[config.mk]
export PLATFORM = sky130hd
export DESIGN_NAME = greenhouse_tick_controller_top
export DESIGN_NICKNAME = d
export VERILOG_FILES = /design/src/rtl/gtc_pkg.sv /design/src/rtl/gtc_ctrl.sv /design/src/rtl/gtc_datapath.sv /design/src/rtl/greenhouse_tick_controller_top.sv
export SDC_FILE = /design/constraint.sdc
export NUM_CORES = 2
export LEC_CHECK = 0
export ABC_AREA = 0
export BUFFER_PORTS_ARGS = -buffer_cell sky130_fd_sc_hd__buf_2
export CAP_MARGIN = 10
export CORE_UTILIZATION = 25
export CTS_CLUSTER_DIAMETER = 80
export DETAILED_ROUTE_END_ITERATION = 8
export SKIP_CTS_REPAIR_TIMING = 1
export SLEW_MARGIN = 40
export SYNTH_ARGS = -nofsm -noshare
export SYNTH_HDL_FRONTEND = slang
export SYNTH_HIERARCHICAL = 1
export SYNTH_SLANG_ARGS = --single-unit
[constraint.sdc]
create_clock -name clk -period 14.03 [get_ports clk]
set_input_delay 2.806 -clock clk [delete_from_list [all_inputs] [get_ports clk]]
set_output_delay 2.806 -clock clk [all_outputs]
set_load 0.03 [all_outputs]
[src/rtl/gtc_pkg.sv]
// ----------------------------------------------------------------------------
// gtc_pkg
// Shared types, constants and commands for the greenhouse tick controller.
// ----------------------------------------------------------------------------
package gtc_pkg;

    localparam int WINDOW_LEN_DEF = 50;
    localparam int SAMPLE_BITS    = 12;

    localparam int CFG_IDX_W  = 3;
    localparam int CFG_DATA_W = 20;

    localparam logic [CFG_IDX_W-1:0] REG_DOOR_HOLD   = 3'd0;
    localparam logic [CFG_IDX_W-1:0] REG_WATER_LOW   = 3'd1;
    localparam logic [CFG_IDX_W-1:0] REG_WATER_OK    = 3'd2;
    localparam logic [CFG_IDX_W-1:0] REG_WATER_INT   = 3'd3;
    localparam logic [CFG_IDX_W-1:0] REG_WATER_DUR   = 3'd4;
    localparam logic [CFG_IDX_W-1:0] REG_BLIND_CLOSE = 3'd5;
    localparam logic [CFG_IDX_W-1:0] REG_BLIND_OPEN  = 3'd6;
    localparam logic [CFG_IDX_W-1:0] REG_LIGHT_PER   = 3'd7;

    localparam logic [1:0] BLIND_NONE  = 2'd0;
    localparam logic [1:0] BLIND_CLOSE = 2'd1;
    localparam logic [1:0] BLIND_OPEN  = 2'd2;

    localparam logic [1:0] COLOR_OFF   = 2'd0;
    localparam logic [1:0] COLOR_GREEN = 2'd1;
    localparam logic [1:0] COLOR_BLUE  = 2'd2;

    typedef struct packed {
        logic [31:0] tick_ms;
        logic        grant_level;
        logic        emergency;
        logic [11:0] water_reading;
        logic [11:0] light_reading;
    } gtc_in_t;

    typedef struct packed {
        logic [6:0]  door_angle;
        logic        door_moved;
        logic        buzzer_on;
        logic        pump_on;
        logic [5:0]  hose_deg;
        logic [1:0]  lamp_count;
        logic [1:0]  blind_move;
        logic [1:0]  status_color;
        logic [11:0] light_average;
        logic        water_shortage;
        logic        later_skipped;
    } gtc_out_t;

    typedef struct packed {
        logic [15:0] door_hold_ms;
        logic [11:0] water_low_level;
        logic [11:0] water_ok_level;
        logic [19:0] water_interval_ms;
        logic [15:0] water_duration_ms;
        logic [11:0] blind_close_level;
        logic [11:0] blind_open_level;
        logic [15:0] light_period_ms;
    } gtc_cfg_t;

    typedef enum logic [2:0] {
        ST_IDLE,
        ST_CTRL,
        ST_SAMPLE,
        ST_DIV,
        ST_FINISH
    } gtc_state_t;

    // controller -> datapath
    typedef struct packed {
        logic load;       // capture input item
        logic ctrl;       // door, water and hose update
        logic sample;     // window read-modify-write (if sample due)
        logic div_start;  // start average division
        logic div_step;   // one quotient bit
        logic finish;     // blind and status update, build result
    } gtc_cmd_t;

    // datapath -> controller
    typedef struct packed {
        logic skip_light; // emergency or sample not due
        logic div_done;
    } gtc_sts_t;

    function automatic logic [1:0] lamps_for(input logic [11:0] avg);
        if (avg < 12'd500)       return 2'd3;
        else if (avg < 12'd800)  return 2'd2;
        else if (avg < 12'd1200) return 2'd1;
        else                     return 2'd0;
    endfunction

endpackage

[src/rtl/gtc_ctrl.sv]
// ----------------------------------------------------------------------------
// gtc_ctrl
// Pass sequencer: steps one control pass through the datapath.
// ----------------------------------------------------------------------------
module gtc_ctrl
    import gtc_pkg::*;
(
    input  logic     clk,
    input  logic     rst_n,
    input  logic     in_valid,
    output logic     in_ready,
    output logic     out_valid,
    input  logic     out_ready,
    input  gtc_sts_t sts,
    output gtc_cmd_t cmd
);

    gtc_state_t state_reg, state_next;
    logic       out_valid_reg, out_valid_next;
    logic       slot_free;

    // result register may be refilled when empty or being taken this cycle
    assign slot_free = !out_valid_reg || out_ready;
    assign out_valid = out_valid_reg;

    always_ff @(posedge clk or negedge rst_n)
    begin
        if (!rst_n)
        begin
            state_reg     <= ST_IDLE;
            out_valid_reg <= 1'b0;
        end
        else
        begin
            state_reg     <= state_next;
            out_valid_reg <= out_valid_next;
        end
    end

    always_comb
    begin
        state_next = state_reg;
        case (state_reg)
            ST_IDLE:   if (in_valid) state_next = ST_CTRL;
            ST_CTRL:   state_next = ST_SAMPLE;
            ST_SAMPLE: state_next = sts.skip_light ? ST_FINISH : ST_DIV;
            ST_DIV:    if (sts.div_done) state_next = ST_FINISH;
            ST_FINISH: if (slot_free) state_next = ST_IDLE;
            default:   state_next = ST_IDLE;
        endcase
    end

    always_comb
    begin
        cmd      = '0;
        in_ready = 1'b0;
        case (state_reg)
            ST_IDLE:
            begin
                in_ready = 1'b1;
                cmd.load = in_valid;
            end
            ST_CTRL:   cmd.ctrl = 1'b1;
            ST_SAMPLE:
            begin
                cmd.sample    = !sts.skip_light;
                cmd.div_start = !sts.skip_light;
            end
            ST_DIV:    cmd.div_step = !sts.div_done;
            ST_FINISH: cmd.finish = slot_free;
            default:   cmd = '0;
        endcase
    end

    always_comb
    begin
        out_valid_next = out_valid_reg;
        if (cmd.finish)
        begin
            out_valid_next = 1'b1;
        end
        else if (out_ready)
        begin
            out_valid_next = 1'b0;
        end
    end

    a_one_cmd: assert property (@(posedge clk) disable iff (!rst_n)
        $onehot0({cmd.load, cmd.ctrl, cmd.sample, cmd.div_step, cmd.finish}))
        else $error("more than one datapath command");
    a_out_after_finish: assert property (@(posedge clk) disable iff (!rst_n)
        $rose(out_valid) |-> $past(cmd.finish))
        else $error("result shown without finish step");
    a_hold_result: assert property (@(posedge clk) disable iff (!rst_n)
        out_valid && !out_ready |=> out_valid)
        else $error("result dropped before it was taken");
    a_no_overwrite: assert property (@(posedge clk) disable iff (!rst_n)
        cmd.finish |-> slot_free)
        else $error("result overwritten while waiting");

endmodule

[src/rtl/gtc_datapath.sv]
// ----------------------------------------------------------------------------
// gtc_datapath
// Controller state, light window memory, serial divider and result register.
// ----------------------------------------------------------------------------
module gtc_datapath
    import gtc_pkg::*;
#(
    parameter int WINDOW_LEN = WINDOW_LEN_DEF
)
(
    input  logic     clk,
    input  logic     rst_n,
    input  gtc_cfg_t cfg,
    input  gtc_in_t  in_item,
    input  gtc_cmd_t cmd,
    output gtc_sts_t sts,
    output gtc_out_t out_item
);

    localparam int SLOT_W  = (WINDOW_LEN > 1) ? $clog2(WINDOW_LEN) : 1;
    localparam int FILL_W  = $clog2(WINDOW_LEN + 1);
    localparam int TOTAL_W = SAMPLE_BITS + FILL_W;
    localparam int CNT_W   = $clog2(TOTAL_W + 1);

    gtc_in_t      in_reg;
    logic [6:0]   door_pos_reg;
    logic [31:0]  door_step_time_reg, open_deadline_reg;
    logic         grant_prev_reg, moved_reg;
    logic         shortage_reg, tone_state_reg, buzz_reg;
    logic [31:0]  tone_time_reg;
    logic         watering_reg;
    logic [31:0]  water_start_reg, water_end_reg;
    logic [5:0]   hose_pos_reg;
    logic         hose_up_reg;
    logic [31:0]  hose_time_reg;
    logic         active_reg;

    logic [SAMPLE_BITS-1:0] window_mem [WINDOW_LEN];
    logic [WINDOW_LEN-1:0]  window_vld_reg;
    logic [SLOT_W-1:0]      slot_reg;
    logic [TOTAL_W-1:0]     total_reg;
    logic [FILL_W-1:0]      fill_reg;
    logic [11:0]            avg_reg;
    logic [31:0]            sample_time_reg;
    logic [SAMPLE_BITS-1:0] old_rd_reg;

    logic [TOTAL_W-1:0]     quo_reg;
    logic [FILL_W:0]        rem_reg;
    logic [CNT_W-1:0]       cnt_reg;
    logic                   div_busy_reg;

    logic         blind_closed_reg, blink_on_reg, blink_time_vld;
    logic [31:0]  blink_time_reg;
    logic         active_prev_reg;
    logic [1:0]   led_reg;
    gtc_out_t     out_reg;

    logic [31:0]  tick;
    assign tick = in_reg.tick_ms;
    assign blink_time_vld = 1'b1;

    // read the slot that the sample will replace while the pass runs
    always_ff @(posedge clk)
    begin
        old_rd_reg <= window_mem[slot_reg];
        if (cmd.sample)
        begin
            window_mem[slot_reg] <= in_reg.light_reading[SAMPLE_BITS-1:0];
        end
    end

    logic [31:0] deadline_now;
    logic [6:0]  target;
    logic        act_door;
    always_comb
    begin
        deadline_now = open_deadline_reg;
        if (in_reg.grant_level && !grant_prev_reg)
        begin
            deadline_now = tick + 32'(cfg.door_hold_ms);
        end
        act_door = 1'b0;
        if (in_reg.emergency)
        begin
            target = 7'd90;
        end
        else if (tick < deadline_now)
        begin
            target   = 7'd90;
            act_door = 1'b1;
        end
        else
        begin
            target = 7'd0;
        end
    end

    logic sample_due;
    assign sample_due = (tick - sample_time_reg) >= 32'(cfg.light_period_ms);
    assign sts.skip_light = in_reg.emergency || !sample_due;
    assign sts.div_done   = div_busy_reg && (cnt_reg == '0);

    logic [FILL_W:0] rem_sh;
    assign rem_sh = {rem_reg[FILL_W-1:0], quo_reg[TOTAL_W-1]};

    always_ff @(posedge clk or negedge rst_n)
    begin
        if (!rst_n)
        begin
            door_pos_reg <= '0; door_step_time_reg <= '0; open_deadline_reg <= '0;
            grant_prev_reg <= 1'b0; moved_reg <= 1'b0;
            shortage_reg <= 1'b0; tone_state_reg <= 1'b0; buzz_reg <= 1'b0;
            tone_time_reg <= '0; watering_reg <= 1'b0;
            water_start_reg <= '0; water_end_reg <= '0;
            hose_pos_reg <= 6'd25; hose_up_reg <= 1'b1; hose_time_reg <= '0;
            active_reg <= 1'b0;
            window_vld_reg <= '0; slot_reg <= '0; total_reg <= '0; fill_reg <= '0;
            avg_reg <= '0; sample_time_reg <= '0;
            quo_reg <= '0; rem_reg <= '0; cnt_reg <= '0; div_busy_reg <= 1'b0;
            blind_closed_reg <= 1'b0; blink_on_reg <= 1'b0; blink_time_reg <= '0;
            active_prev_reg <= 1'b0; led_reg <= COLOR_OFF;
            out_reg <= '0;
            in_reg  <= '0;
        end
        else
        begin
            if (cmd.load)
            begin
                in_reg <= in_item;
            end

            if (cmd.ctrl)
            begin
                logic step_door;
                logic act;
                step_door = (door_pos_reg != target) &&
                            ((tick - door_step_time_reg) >= 32'd10);
                act = act_door || (door_pos_reg != target);
                open_deadline_reg <= deadline_now;
                grant_prev_reg    <= in_reg.grant_level;
                moved_reg         <= step_door;
                if (step_door)
                begin
                    if (door_pos_reg < target)
                    begin
                        door_pos_reg <= (door_pos_reg + 7'd10 > target) ? target
                                        : door_pos_reg + 7'd10;
                    end
                    else
                    begin
                        door_pos_reg <= (door_pos_reg >= target + 7'd10)
                                        ? door_pos_reg - 7'd10 : target;
                    end
                    door_step_time_reg <= tick;
                end

                if (!in_reg.emergency)
                begin
                    logic sf;
                    logic wf;
                    sf = shortage_reg;
                    if (in_reg.water_reading < cfg.water_low_level) sf = 1'b1;
                    else if (in_reg.water_reading > cfg.water_ok_level) sf = 1'b0;
                    shortage_reg <= sf;
                    if (sf)
                    begin
                        if ((tick - tone_time_reg) >= 32'd500)
                        begin
                            tone_state_reg <= !tone_state_reg;
                            buzz_reg       <= !tone_state_reg;
                            tone_time_reg  <= tick;
                        end
                        watering_reg <= 1'b0;
                    end
                    else
                    begin
                        logic [31:0] ws;
                        logic [5:0]  hp;
                        buzz_reg <= 1'b0;
                        wf = watering_reg;
                        ws = water_start_reg;
                        if (!wf && (tick - water_end_reg) >= 32'(cfg.water_interval_ms))
                        begin
                            wf = 1'b1;
                            ws = tick;
                        end
                        water_start_reg <= ws;
                        if (wf)
                        begin
                            act = 1'b1;
                            if ((tick - hose_time_reg) >= 32'd90)
                            begin
                                if (hose_up_reg) hp = hose_pos_reg + 6'd5;
                                else hp = (hose_pos_reg >= 6'd5) ? hose_pos_reg - 6'd5 : 6'd0;
                                if (hp > 6'd50) hp = 6'd50;
                                if (hp >= 6'd50 || hp == 6'd0) hose_up_reg <= !hose_up_reg;
                                hose_pos_reg  <= hp;
                                hose_time_reg <= tick;
                            end
                            if ((tick - ws) >= 32'(cfg.water_duration_ms))
                            begin
                                wf = 1'b0;
                                water_end_reg <= tick;
                            end
                        end
                        watering_reg <= wf;
                    end
                end
                active_reg <= act;
            end

            if (cmd.sample)
            begin
                logic [TOTAL_W-1:0] t;
                logic [SAMPLE_BITS-1:0] old;
                logic [FILL_W-1:0] f;
                old = window_vld_reg[slot_reg] ? old_rd_reg : '0;
                t = total_reg - TOTAL_W'(old) + TOTAL_W'(in_reg.light_reading[SAMPLE_BITS-1:0]);
                f = (fill_reg < FILL_W'(WINDOW_LEN)) ? fill_reg + 1'b1 : fill_reg;
                total_reg <= t;
                fill_reg  <= f;
                window_vld_reg[slot_reg] <= 1'b1;
                slot_reg <= (slot_reg == SLOT_W'(WINDOW_LEN - 1)) ? '0 : slot_reg + 1'b1;
                sample_time_reg <= tick;
                quo_reg      <= t;
                rem_reg      <= '0;
                cnt_reg      <= CNT_W'(TOTAL_W);
                div_busy_reg <= 1'b1;
            end

            // restoring division, one quotient bit per cycle
            if (cmd.div_step)
            begin
                if (rem_sh >= {1'b0, fill_reg})
                begin
                    rem_reg <= rem_sh - {1'b0, fill_reg};
                    quo_reg <= {quo_reg[TOTAL_W-2:0], 1'b1};
                end
                else
                begin
                    rem_reg <= rem_sh;
                    quo_reg <= {quo_reg[TOTAL_W-2:0], 1'b0};
                end
                cnt_reg <= cnt_reg - 1'b1;
            end
            else if (sts.div_done)
            begin
                avg_reg      <= quo_reg[11:0];
                div_busy_reg <= 1'b0;
            end

            if (cmd.finish)
            begin
                gtc_out_t o;
                logic     want, act;
                logic [1:0] led;
                o = out_reg;
                o.door_angle = door_pos_reg;
                o.door_moved = moved_reg;
                o.later_skipped = in_reg.emergency;
                o.blind_move = BLIND_NONE;
                // during emergency the held color shows
                o.status_color = led_reg;
                if (!in_reg.emergency)
                begin
                    act  = active_reg;
                    led  = led_reg;
                    want = blind_closed_reg;
                    if (avg_reg > cfg.blind_close_level) want = 1'b1;
                    else if (avg_reg < cfg.blind_open_level) want = 1'b0;
                    if (want != blind_closed_reg)
                    begin
                        act = 1'b1;
                        led = COLOR_BLUE;
                        o.blind_move = want ? BLIND_CLOSE : BLIND_OPEN;
                        blind_closed_reg <= want;
                    end
                    if (act)
                    begin
                        if (!active_prev_reg)
                        begin
                            blink_on_reg   <= 1'b1;
                            blink_time_reg <= tick;
                            led = COLOR_BLUE;
                        end
                        else if (blink_time_vld && (tick - blink_time_reg) >= 32'd500)
                        begin
                            blink_on_reg   <= !blink_on_reg;
                            led = !blink_on_reg ? COLOR_BLUE : COLOR_OFF;
                            blink_time_reg <= tick;
                        end
                        active_prev_reg <= 1'b1;
                    end
                    else
                    begin
                        led = COLOR_GREEN;
                        active_prev_reg <= 1'b0;
                        blink_on_reg    <= 1'b0;
                    end
                    led_reg <= led;
                    o.status_color = led;
                end
                o.buzzer_on      = buzz_reg;
                o.pump_on        = watering_reg;
                o.hose_deg       = hose_pos_reg;
                o.lamp_count     = lamps_for(avg_reg);
                o.light_average  = avg_reg;
                o.water_shortage = shortage_reg;
                out_reg <= o;
            end
        end
    end

    assign out_item = out_reg;

    a_div_len: assert property (@(posedge clk) disable iff (!rst_n)
        cmd.div_start |=> div_busy_reg && (cnt_reg == CNT_W'(TOTAL_W)))
        else $error("divider not started");
    a_fill_nonzero: assert property (@(posedge clk) disable iff (!rst_n)
        div_busy_reg |-> fill_reg != '0)
        else $error("division by empty window");
    a_door_range: assert property (@(posedge clk) disable iff (!rst_n)
        door_pos_reg <= 7'd90)
        else $error("door angle out of range");

endmodule

[src/rtl/greenhouse_tick_controller_top.sv]
// ----------------------------------------------------------------------------
// greenhouse_tick_controller_top
// One control pass in, one drive command transaction out.
// ----------------------------------------------------------------------------
// Each accepted input transaction is one control pass and yields exactly one
// result transaction. When no light sample is due (or during emergency) the
// pass moves from the control and sample steps straight to the finish step,
// which registers the result. When a sample enters the window the
// one-bit-per-cycle divider that forms the window average runs between the
// sample and finish steps and yields the quotient of the TOTAL_W-bit total
// (TOTAL_W = SAMPLE_BITS + clog2(WINDOW_LEN+1), 18 at the defaults).
// One pass is worked at a time. A finished result waits in its own
// register, so the next pass is accepted and runs while it is held; only the
// final step of that next pass stalls until the waiting result has been
// taken. Configuration writes land at once and must only be issued while no
// pass is in flight.
module greenhouse_tick_controller_top
    import gtc_pkg::*;
#(
    parameter int WINDOW_LEN = WINDOW_LEN_DEF
)
(
    input  logic                  clk,
    input  logic                  rst_n,
    input  logic                  in_valid,
    output logic                  in_ready,
    input  gtc_in_t               in_data,
    output logic                  out_valid,
    input  logic                  out_ready,
    output gtc_out_t              out_data,
    input  logic                  cfg_we,
    input  logic [CFG_IDX_W-1:0]  cfg_index,
    input  logic [CFG_DATA_W-1:0] cfg_data
);

    gtc_cfg_t cfg_reg;
    gtc_cmd_t cmd;
    gtc_sts_t sts;

    // configuration registers, reset to their documented defaults
    always_ff @(posedge clk or negedge rst_n)
    begin
        if (!rst_n)
        begin
            cfg_reg.door_hold_ms      <= 16'd10000;
            cfg_reg.water_low_level   <= 12'd1500;
            cfg_reg.water_ok_level    <= 12'd1800;
            cfg_reg.water_interval_ms <= 20'd30000;
            cfg_reg.water_duration_ms <= 16'd1000;
            cfg_reg.blind_close_level <= 12'd1700;
            cfg_reg.blind_open_level  <= 12'd1200;
            cfg_reg.light_period_ms   <= 16'd100;
        end
        else if (cfg_we)
        begin
            case (cfg_index)
                REG_DOOR_HOLD:   cfg_reg.door_hold_ms      <= cfg_data[15:0];
                REG_WATER_LOW:   cfg_reg.water_low_level   <= cfg_data[11:0];
                REG_WATER_OK:    cfg_reg.water_ok_level    <= cfg_data[11:0];
                REG_WATER_INT:   cfg_reg.water_interval_ms <= cfg_data[19:0];
                REG_WATER_DUR:   cfg_reg.water_duration_ms <= cfg_data[15:0];
                REG_BLIND_CLOSE: cfg_reg.blind_close_level <= cfg_data[11:0];
                REG_BLIND_OPEN:  cfg_reg.blind_open_level  <= cfg_data[11:0];
                REG_LIGHT_PER:   cfg_reg.light_period_ms   <= cfg_data[15:0];
                default:         cfg_reg <= cfg_reg;
            endcase
        end
    end

    gtc_ctrl u_ctrl (
        .clk       (clk),
        .rst_n     (rst_n),
        .in_valid  (in_valid),
        .in_ready  (in_ready),
        .out_valid (out_valid),
        .out_ready (out_ready),
        .sts       (sts),
        .cmd       (cmd)
    );

    gtc_datapath #(
        .WINDOW_LEN (WINDOW_LEN)
    ) u_dp (
        .clk      (clk),
        .rst_n    (rst_n),
        .cfg      (cfg_reg),
        .in_item  (in_data),
        .cmd      (cmd),
        .sts      (sts),
        .out_item (out_data)
    );

endmodule
==> results.txt <==
- In the synthesized netlist the dominant register cell turns out to be sky130_fd_sc_hd__edfxtp_1.
- The netlist uses 105 different library cells.
- Clk pwr share: between 10% and 20%
* Yosys Warn Count: 6
- Worst-path cell with the longest stage delay: sky130_fd_sc_hd__or4_1
- Result of the run: finished, final reports clean
- Overall global routing resource usage: 14.85%
* Final sum of negative setup slack: 0 ns
- In this run the cell area of the synthesized design comes to between 60000 and 70000 um2.
* Stages on the worst setup path: 53
- Post-synthesis instance total: around 5900
- Die Wd: around 500 um
* Pin count of the biggest net entering global routing: about 140
- In this run the number of H-tree levels came out at 4.
- The die is 513.3 um tall.
- Data arrival at the endpoint of the critical path: roughly 13 ns
- Highest Clock Rate: about 0.08 GHz
- Setup violations remaining at the end of the flow were counted as 0.
* Share of the yosys chip area belonging to registers: about 52%
- Sink Count: roughly 1200
- Num rows: 187
- Fraction of power consumed by combinational cells: 55.9%
* Sum of routed wire length over all layers: 201000 um
* Data required time at the worst endpoint: 14.69 ns
* Headroom to the max-slew limit: 41.68%
- STA classifies the critical path startpoint as a flop.
- The number of buffers and inverters on the critical path is 4.
- Worst R2R Start: u_dp/tick[0]
* Vias post-DR: around 48000
- For this run, the detailed router's first-pass iteration total came to 6.
- The worst setup path is of the reg -> reg kind.
* Detail-routed net length per standard cell: between 20 and 25 um
- Final critical delay including setup and external delays: approximately 12 ns
* Async S/R FF share, synth: between 50 and 60%
* Flop and latch count out of synthesis: about 1200
- Cell internal power was estimated by the tool at around 12000 uW.
- Final non-filler cell total: 9599
- Worst setup slack after placement: approximately 1.8 ns
- The synthesized design contains 600 enable-type register cells.
- Core footprint: between 200000 and 300000 um2
- Total Die Area: 263500 um2
- Starting DRC count in detailed routing: 3902
- On the worst path, the slowest cell contributes a delay of 0.59 ns.
- P&R area growth vs syn: 15.99%
- Leakage dissipation: around 0.030 uW
- Unrepaired setup endpoints after global routing: no
* Clock-pin slew on the worst setup and hold paths: around 0.060 ns
* Later-pin clock latency in the skew report: about 0.80 ns
- The final layout contains around 6600 nets.
- The final critical path takes up around nine tenths of the cycle.
- In the routed design, unresolved DRC markers number 0.
- When the netlist entered floorplanning its net count stood at 6423.
- Along the worst path, the maximum fanout reaches 34.
* Initial standard-cell utilization of the core: 25.17%
- Switching part of the total power: 44.65%
- Dividing total power by cell area gives a power density of around 280 nW/um2.
- In this run the worst setup path begins at u_dp/tick[0].
* Critical Path End Type: flop
- Detailed placement ended at an HPWL of roughly 130000 um.
* Depth of the worst register-to-register path: 53
* TritonCTS Buffers: 147
- No sink is reached through more buffers than the 3 on the longest clock path.
- The first global-routing pass estimated approximately 300000 um of wire.
* Number of global-route vias before repair: between 40000 and 50000
* Hold/Removal Path Class: reg -> reg
- A synthesized cell averages approximately 11 um2.
* Critical Path Sink: u_dp/water_end_reg[0]
* Slew of the pin with the lowest slew margin: roughly 0.85 ns
* Post-route antenna net violation count: 0
- Antenna violations before repair: 24
* Vias per Instance: between 4 and 5
- At the end of routability-driven placement, the weighted congestion stood at between 0.8 and 0.9.
- Sequential cells burn between 20% and 30% of the power.
* Fraction of final layout cells with drive strength greater than 1: roughly 16%
* Register-to-register setup slack: 1.62 ns
* Worst clock skew on the final layout: between 0.04 and 0.05 ns
* Final Slew Violations: 0
- The analysis attributes to net switching a power of between 9000 and 10000 uW.
* Residual overflow from global routing: 0
* Max_cap viols: 0
* IO Count: 124
- The final hold violation count was 0.
* CTS Root Buffer Type: sky130_fd_sc_hd__clkbuf_16
- Setup slack closes at 1.620 ns.
* Worst hold slack after final layout: 0.4677 ns
* Max IR drop VDD: ~0.14 mV
- Flip-flop count of the largest register after layout: 600
- TritonCTS clock tree: built
* Number of I/O port buffers: 122
- Endpoint of the lowest-slack register-to-register path: u_dp/water_end_reg[0]
- In this run, placement finished with an instance count of between 9000 and 10000.
- Among cell families on the critical path, the largest total delay comes from compound AO/OA/AOI/OAI gates.
## worst min path at each step
| stage | from | cells past startpoint | endpoint | slack, ns |
|---|---|---|---|---|
| 3_5_place_dp | u_dp/window_vld_reg[25] | 1 | u_dp/window_vld_reg[25] | 0.45 |
| 3_3_place_gp | u_dp/window_vld_reg[49] | 1 | u_dp/window_vld_reg[49] | 0.45 |
| 4_1_cts | u_dp/window_vld_reg[25] | 1 | u_dp/window_vld_reg[25] | 0.47 |
| 5_1_grt | u_dp/window_vld_reg[22] | 1 | u_dp/window_vld_reg[22] | 0.48 |
| 6_report | u_dp/window_vld_reg[33] | 1 | u_dp/window_vld_reg[33] | 0.47 |
| 2_1_floorplan | u_dp/fill_reg[5] | 2 | u_dp/fill_reg[5] | 0.44 |
## Yosys cell counts (23+ instances only)
| cell | instances | area, um2 |
|---|---|---|
| sky130_fd_sc_hd__dfstp_2 | 45 | 1182 |
| sky130_fd_sc_hd__nand4_1 | 66 | 412.9 |
| sky130_fd_sc_hd__nor2b_1 | 74 | 462.9 |
| sky130_fd_sc_hd__o21a_1 | 61 | 457.9 |
| sky130_fd_sc_hd__and3_1 | 54 | 337.8 |
| sky130_fd_sc_hd__nand2_1 | 384 | 1441 |
| sky130_fd_sc_hd__a21oi_1 | 321 | 1607 |
| sky130_fd_sc_hd__a211oi_1 | 34 | 255.2 |
| sky130_fd_sc_hd__a41oi_1 | 44 | 385.4 |
| sky130_fd_sc_hd__inv_1 | 471 | 1768 |
| sky130_fd_sc_hd__a21o_1 | 112 | 840.8 |
| sky130_fd_sc_hd__a21boi_0 | 24 | 180.2 |
| sky130_fd_sc_hd__o2111ai_1 | 27 | 236.5 |
| sky130_fd_sc_hd__xor2_1 | 62 | 543.0 |
| sky130_fd_sc_hd__xnor2_1 | 106 | 928.4 |
| sky130_fd_sc_hd__nand3_1 | 68 | 340.3 |
| sky130_fd_sc_hd__nand2b_1 | 65 | 406.6 |
| sky130_fd_sc_hd__or2_2 | 67 | 419.2 |
| sky130_fd_sc_hd__o211ai_1 | 32 | 240.2 |
| sky130_fd_sc_hd__a221oi_1 | 54 | 473.0 |
| sky130_fd_sc_hd__mux2i_1 | 87 | 870.8 |
| sky130_fd_sc_hd__nor3_1 | 95 | 475.5 |
| sky130_fd_sc_hd__mux2_2 | 270 | 3040 |
| sky130_fd_sc_hd__o22ai_1 | 23 | 143.9 |
| sky130_fd_sc_hd__a22o_1 | 53 | 464.2 |
| sky130_fd_sc_hd__edfxtp_1 | 600 | 18020 |
| sky130_fd_sc_hd__dfrtp_1 | 571 | 14290 |
| sky130_fd_sc_hd__a21bo_1 | 30 | 300.3 |
| sky130_fd_sc_hd__a31oi_1 | 53 | 331.6 |
| sky130_fd_sc_hd__a22oi_1 | 228 | 1712 |
| sky130_fd_sc_hd__nor2_1 | 331 | 1242 |
| sky130_fd_sc_hd__o21ai_0 | 370 | 1852 |
| sky130_fd_sc_hd__buf_1 | 37 | 138.9 |
| sky130_fd_sc_hd__o21bai_1 | 29 | 217.7 |
| sky130_fd_sc_hd__ha_1 | 406 | 5080 |
| sky130_fd_sc_hd__clkbuf_1 | 199 | 747.0 |
## power groups by stage
| stage | clock, uW | sequential, uW | combinational, uW |
|---|---|---|---|
| after CTS | 4100 | 5290 | 11700 |
| after detailed placement | 0 | 5350 | 11600 |
| final | 4000 | 5290 | 11800 |
| after floorplan | 0 | 5440 | 8150 |
| after global routing | 4240 | 5370 | 13000 |
| after global placement | 0 | 5330 | 11400 |
## cell type report
| cell class | instances | area [um2] |
|---|---|---|
| well taps | 3402 | 4257 |
| fillers | 26530 | 183900 |
| flip-flops and latches | 1228 | 33730 |
| multi-input cells | 3947 | 29020 |
| diodes | 8 | 20.02 |
| clock buffers | 201 | 4093 |
| repair buffers | 271 | 1888 |
| inverters | 471 | 1768 |
| clock inverters | 71 | 1041 |
## layout by cell type (no fill, tap or decap), types with 87 or more instances in the layout
cell,count
sky130_fd_sc_hd__nor2_1,314
sky130_fd_sc_hd__a21o_1,112
sky130_fd_sc_hd__inv_1,471
sky130_fd_sc_hd__nor3_1,91
sky130_fd_sc_hd__dfrtp_1,570
sky130_fd_sc_hd__clkbuf_16,148
sky130_fd_sc_hd__a21oi_1,320
sky130_fd_sc_hd__buf_4,132
sky130_fd_sc_hd__nand2_1,384
sky130_fd_sc_hd__mux2i_1,87
sky130_fd_sc_hd__xnor2_1,106
sky130_fd_sc_hd__o21ai_0,369
sky130_fd_sc_hd__a22oi_1,228
sky130_fd_sc_hd__buf_2,121
sky130_fd_sc_hd__ha_1,406
sky130_fd_sc_hd__mux2_2,270
sky130_fd_sc_hd__edfxtp_1,600
## cells by family after synthesis
| family | after synthesis | synth area share, % |
|---|---|---|
| AO/OA/AOI/OAI | 1637 | 16.84 |
| AND/OR/NAND/NOR | 1334 | 10.05 |
| flip-flops | 1228 | 51.60 |
| buffers and inverters | 735 | 4.380 |
| adder cells (fa/ha/maj) | 430 | 8.461 |
| multiplexers | 377 | 6.403 |
| XOR/XNOR | 168 | 2.251 |
| other | 1 | 0.005737 |
## routing by layer
layer	share of wire, %	global-route usage (%)
met4	3.7	5.558
met5	0	0
met2	49	25.92
met3	5.1	2.029
met1	42	18.51
## stage by stage
stage	total power, uW	cell area (um2)	util, %
detailed placement	16990	70570	27.17
floorplan	13590	65360	-
CTS	21100	75700	29.15
global placement	16720	70370	27.09
finish	21060	75810	29.19
global route	22620	75810	29.19
(Power assumes the default switching activity.)
